<file path="config.mk">
export PLATFORM = sky130hd
export DESIGN_NAME = tbpf_queue
export DESIGN_NICKNAME = d
export VERILOG_FILES = /design/src/tbpf_pkg.sv /design/src/tbpf_queue.sv
export SDC_FILE = /design/constraint.sdc
export NUM_CORES = 1
export LEC_CHECK = 0
export BUFFER_PORTS_ARGS = -buffer_cell sky130_fd_sc_hd__buf_2
export CORE_AREA = 2 2 112 195
export CTS_CLUSTER_SIZE = 8
export DETAILED_ROUTE_END_ITERATION = 8
export DIE_AREA = 0 0 114 197
export PLACE_DENSITY_LB_ADDON = 0.3
export SETUP_SLACK_MARGIN = 0.3
export SLEW_MARGIN = 25
export SYNTH_ARGS = -nofsm -noshare
export SYNTH_HDL_FRONTEND = slang
export SYNTH_SLANG_ARGS = --single-unit
</file>
<file path="constraint.sdc">
create_clock -name clk -period 3.36 [get_ports clk]
set_input_delay 0.504 -clock clk [delete_from_list [all_inputs] [get_ports clk]]
set_output_delay 0.504 -clock clk [all_outputs]
set_load 0.02 [all_outputs]
</file>
<file path="src/tbpf_pkg.sv">
`timescale 1ns / 1ps
// ----------------------------------------------------------------------------
// Tile background pixel fetch package
// Shared types, item codes and store geometry for the background fetch block.
// ----------------------------------------------------------------------------
package tbpf_pkg;

  localparam int VISIBLE_LINES_DEF = 240;
  localparam int QUEUE_DEPTH_DEF   = 4;

  localparam int NAME_DEPTH  = 1024;
  localparam int PAT_DEPTH   = 8192;
  localparam int COLOR_DEPTH = 16;
  localparam int NAME_AW     = $clog2(NAME_DEPTH);
  localparam int PAT_AW      = $clog2(PAT_DEPTH);
  localparam int COLOR_AW    = $clog2(COLOR_DEPTH);

  // The attribute area starts at 32 * 30 = 960, which is 15 rows of 64 bytes.
  localparam logic [3:0] ATTR_BLOCK = 4'(32 * 30 / 64);

  typedef enum logic [1:0] {
    OP_NAME_WR  = 2'd0,
    OP_PAT_WR   = 2'd1,
    OP_COLOR_WR = 2'd2,
    OP_RENDER   = 2'd3
  } op_t;

  typedef struct packed {
    op_t         kind;
    logic [12:0] addr;
    logic [31:0] value;
    logic [7:0]  x;
    logic [7:0]  y;
  } item_t;

endpackage

</file>
<file path="src/tbpf_queue.sv">
`timescale 1ns / 1ps
// ----------------------------------------------------------------------------
// Request queue
// Small FIFO that decouples the front end from the fetch pipeline.
// ----------------------------------------------------------------------------
module tbpf_queue #(
  parameter int DEPTH = tbpf_pkg::QUEUE_DEPTH_DEF
) (
  input  logic            clk,
  input  logic            rst_n,
  input  logic            push,
  input  tbpf_pkg::item_t push_item,
  output logic            full,
  input  logic            pop,
  output logic            head_valid,
  output tbpf_pkg::item_t head_item
);

  localparam int AW = (DEPTH > 1) ? $clog2(DEPTH) : 1;
  localparam int CW = $clog2(DEPTH + 1);

  tbpf_pkg::item_t mem_r [DEPTH];
  logic [AW-1:0]   wr_ptr_r, wr_ptr_nxt;
  logic [AW-1:0]   rd_ptr_r, rd_ptr_nxt;
  logic [CW-1:0]   count_r, count_nxt;

  assign full       = (count_r == CW'(DEPTH));
  assign head_valid = (count_r != '0);
  assign head_item  = mem_r[rd_ptr_r];

  always_comb begin
    wr_ptr_nxt = wr_ptr_r;
    rd_ptr_nxt = rd_ptr_r;
    count_nxt  = count_r;
    if (push) begin
      wr_ptr_nxt = (wr_ptr_r == AW'(DEPTH - 1)) ? '0 : wr_ptr_r + 1'b1;
    end
    if (pop) begin
      rd_ptr_nxt = (rd_ptr_r == AW'(DEPTH - 1)) ? '0 : rd_ptr_r + 1'b1;
    end
    if (push && !pop) begin
      count_nxt = count_r + 1'b1;
    end else if (pop && !push) begin
      count_nxt = count_r - 1'b1;
    end
  end

  always_ff @(posedge clk) begin
    if (!rst_n) begin
      wr_ptr_r <= '0;
      rd_ptr_r <= '0;
      count_r  <= '0;
    end else begin
      wr_ptr_r <= wr_ptr_nxt;
      rd_ptr_r <= rd_ptr_nxt;
      count_r  <= count_nxt;
    end
  end

  always_ff @(posedge clk) begin
    if (push) begin
      mem_r[wr_ptr_r] <= push_item;
    end
  end

endmodule

</file>
; ---- Word-level counts from Yosys, hierarchy flattened
; Memories as Yosys holds them, arrays and structs flattened. A register that Yosys moved wholly into a read port is not among the register bits.
; Index checks and enable logic that the tools add are counted.
[op_classes]
addsub = 4
n_mul = 0
n_div = 0
magnitude_cmp = 0
n_eq_ne = 3
shifts = 0
mux = 8
n_bitwise = 0
reduce_logical = 6
[op_table]
columns = op, count
row1 = $mux W2, 4
row2 = $mux W3, 2
row3 = $add A2 B1 Y2 const B, 2
row4 = $eq A2 B2 Y1 const B, 2
row5 = $add A3 B1 Y3 const B, 1
row6 = $eq A3 B3 Y1 const B, 1
row7 = $reduce_bool A3 Y1, 1
row8 = $sub A3 B1 Y3 const B, 1
row9 = $logic_and A1 B1 Y1, 2
row10 = $logic_not A1 Y1, 2
row11 = $mux W1, 2
row12 = $reduce_bool A2 Y1, 1
[word_totals]
ff_bits = 7
latch_bits = 0
ramBits = 252
mem_bits_ro = 0
input_bits = 67
out_inout_bits = 65
elab_cells = 25
memories = 1
[memory_table]
columns = memory, depth, width, read_ports, rd_ports_with_merged_regs, write_ports, line
row1 = mem_r, 4, 63, 1, 1, 1, tbpf_queue.sv:22  ; tbpf_pkg::item_t mem_r [DEPTH];

; ---- Longest topological paths before layout
[logic_depth]
ltp_word = 4
depth_mapped = 7
mapped_depth_nobuf = 7

; ---- Worst setup path before layout
; Ideal clock, no wire load.
[synth_timing]
path_type = reg2reg
startpoint = register wr_ptr_r[0]
endpoint = memory mem_r[3][0] (netlist bit) (enable)
setup_ps = 427
t_arrival_ps = 2032
required_ps = 2933
slack_ps = 901
stages_incl_launch_ff = 3
n_path_buf = 0
synth_period_minus_slack_ps = 2459
cell_sequence = dfxtp_1 -> ha_1 -> and2_1
[synth_rtl]
columns = item, line
row1 = start: declaration, tbpf_queue.sv:23  ; logic [AW-1:0] wr_ptr_r, wr_ptr_nxt;
row2 = start signal: assignment, tbpf_queue.sv:54  ; wr_ptr_r <= wr_ptr_nxt;
row3 = end: declaration, tbpf_queue.sv:22
; Straight into the memory's write port.

==> run_results.csv <==
group,metric,value,unit
outcome,outcome,"finished clean",
clock_network,cts_buffer_depth,3,
layout,diodes,0,
sta,hold_violations,0,
clock_network,h-tree-depth,2,
sta,tightest_slew,995,ps
sta,fin_crit,2680,ps
synth,netlist-cell-type-count,23,
routing,dr.pass1.iters,6,
synth,post-synth-top-count-cell,"edfxtp_1",
place,place_congestion,0.698,
routing,vias_per_cell,5.49,
clock_network,post_cts_resized,0,
sta,maxSlewViolCount,0,
routing,num_vias,4405,
synth,synthFlopType,"edfxtp_1",
die,die_h,197,um
clock_network,clkTransAtPathRegs,50,ps
worst_setup_path,cp_top_family,"buffers and inverters",
grt,antenna_found_initial,1,
sta,fmax,0.373,GHz
die,die_w,114,um
synth,async_flop_share,0,
sta,finalCritPeriodShare,0.798,
sta,whs,223,ps
worst_setup_path,critPathKind,"register to output port",
synth,ys_ff_latch,261,
synth,seq_area_frac_synth,0.805,
place,io_buffers,131,
synth,synth_top_cell_by_area,"edfxtp_1",
die,fp.dieArea,0.0225,mm^2
layout,drive_above_1_share,0.442,
place,dp_hpwl,10100,um
synth,synth_edf_count,252,
die,start_util,0.462,
synth,ys_top_cells_by_count,"edfxtp_1 (252), mux4_2 (60), dfxtp_1 (9)",
worst_setup_path,crit_chain,"buf_4 -> mux4_2 -> buf_2",
layout,utilization,0.556,
worst_setup_path,worst_ep_required_time,2860,ps
clock_network,cts_tree,"yes",
flow_run,maxCapViolCount,0,
power_and_ir_drop,p_leak,3.96,nW
die,rows,70,
routing,ant_nets,0,
clock_network,holdBufCountCts,0,
synth,synthCells,373,
synth,synthTopCellsByArea,"edfxtp_1 (79%), mux4_2 (14%), dfxtp_1 (1.9%), buf_12 (1.2%), mux4_1 (0.82%)",
sta,setup_slack,678,ps
sta,slew_headroom,0.337,
power_and_ir_drop,power.total,7.89,mW
grt,grt_start_max_net_pins,64,
layout,fillers,1585,
synth,synth_nets,447,
clock_network,cts.sinks,261,
sta,clock_skew,11.4,ps
clock_network,clockRootBuffer,"clkbuf_16",
clock_network,insertion_delay,500,ps
routing,wl_per_cell,22.2,um
power_and_ir_drop,p_per_area,681,mW/mm^2
routing,drt-total-wl,17800,um
die,ios,132,
worst_setup_path,start_kind,"register",
sta,finalSetupTns,0,ps
layout,multiInputGateArea,0.00170,mm^2
worst_setup_path,max_stage_delay,550,ps
worst_setup_path,critPathCaptureType,"output port",
grt,grt_pass1_vias,5028,
hold_path,worstHoldStart,"push_item[1]",
worst_setup_path,cp_max_fo,16,
synth,avgSynthCellArea,25.8,um^2
hold_path,hold_path.class,"primary input to register",
clock_network,cts_made_buffers,38,
sta,setup_viol,0,
layout,regArea,0.00775,mm^2
synth,synth.top_cell.area_share,0.786,
power_and_ir_drop,ir_drop,395,uV
grt,grt-ovfl-total,0,
worst_setup_path,cp_num_buf_inv,2,
routing,drtIter0Drc,343,
grt,grt_first_pass_wirelength,27200,um
grt,grt_usage,0.162,
worst_setup_path,ff2ff_setup_slack,1540,ps
synth,synth_area,0.00962,mm^2
worst_setup_path,regToRegStartpoint,"wr_ptr_r[0]",
synth,ys_warn_count,0,
worst_setup_path,crit_path_top_delay_cell,"dfxtp_4",
worst_setup_path,arrival,2180,ps
clock_network,cts_setup_buffers,0,
layout,syn_to_final_growth,20.5,%
routing,drc,0,
sta,rsz0062_at_grt,"false",
die,coreArea,0.0208,mm^2
place,dp_slack,882,ps
layout,nets,608,
-- report_power, final --
part           switching, mW  total, mW  leakage, nW  internal, mW
Clock                   1.24       3.42        0.526          2.18
Sequential            0.0693       3.81         2.39          3.74
Combinational          0.384      0.665         1.04         0.281
-- stage by stage --
stage | std cells | cell area (um^2)
after global routing | 802 | 11600
final | 802 | 11600
after global placement | 744 | 10500
after detailed placement | 744 | 10500
after floorplan | 373 | 9620
after CTS | 800 | 11600
-- flip-flops by register name, summed over array words and instances (netlist names), named ones only --
name / count
mem_r: 252
count_r: 3
rd_ptr_r: 2
wr_ptr_r: 2
-- placed cells by master, fill, tap and decap left out --
cell type	synthesis	final
a21boi_0	1	1
and2_1	5	1
and2_4	0	4
buf_12	6	3
buf_2	6	131
buf_4	0	1
clkbuf_1	1	14
clkbuf_16	0	41
clkinv_2	0	1
dfxtp_1	9	7
dfxtp_4	0	2
edfxtp_1	252	252
fa_1	1	1
ha_1	6	6
inv_1	4	4
mux2i_1	4	4
mux4_1	3	3
mux4_2	60	60
nor2_1	1	1
nor2b_1	5	5
nor3_1	1	1
nor3b_1	1	1
o21a_1	1	1
o21ai_0	1	1
or3_1	2	2
xnor2_1	1	1
xor2_1	1	1
-- logic make-up (layout without fill, tap and decap cells) --
family / after synthesis / in the layout / synth area share
compound gates: 3 / 3 / 0.00208
xor+xnor: 2 / 2 / 0.00182
fa+ha+maj: 7 / 7 / 0.00988
buf+inv: 18 / 195 / 0.0187
flops: 261 / 261 / 0.805
mux: 67 / 67 / 0.153
simple gates: 15 / 15 / 0.00949
-- final timing paths --
check / depth (start not counted) / to
setup / recovery: 3 / head_item[44]
hold / removal: 1 / mem_r[0][1]
setup reg to reg: 2 / mem_r[3][5]
hold reg to reg: 2 / count_r[2]
-- final cells by class --
class                   instances  area share
clock buffers                  55      0.0930
clock inverters                 1    0.000432
inverters                       4     0.00129
multi-input cells              94       0.147
flip-flops and latches        261       0.669
well taps                     252      0.0272
repair buffers                135      0.0624
-- routing by layer --
layer  up-vias  global-route usage  part of all wire
met4         2              0.0768             0.032
li1       1912                   -                 -
met2       134               0.292              0.55
met3        40              0.0366             0.054
met1      2317               0.178              0.37
met5         -                   0           0.00068
Power figures use the tool's default switching activity.
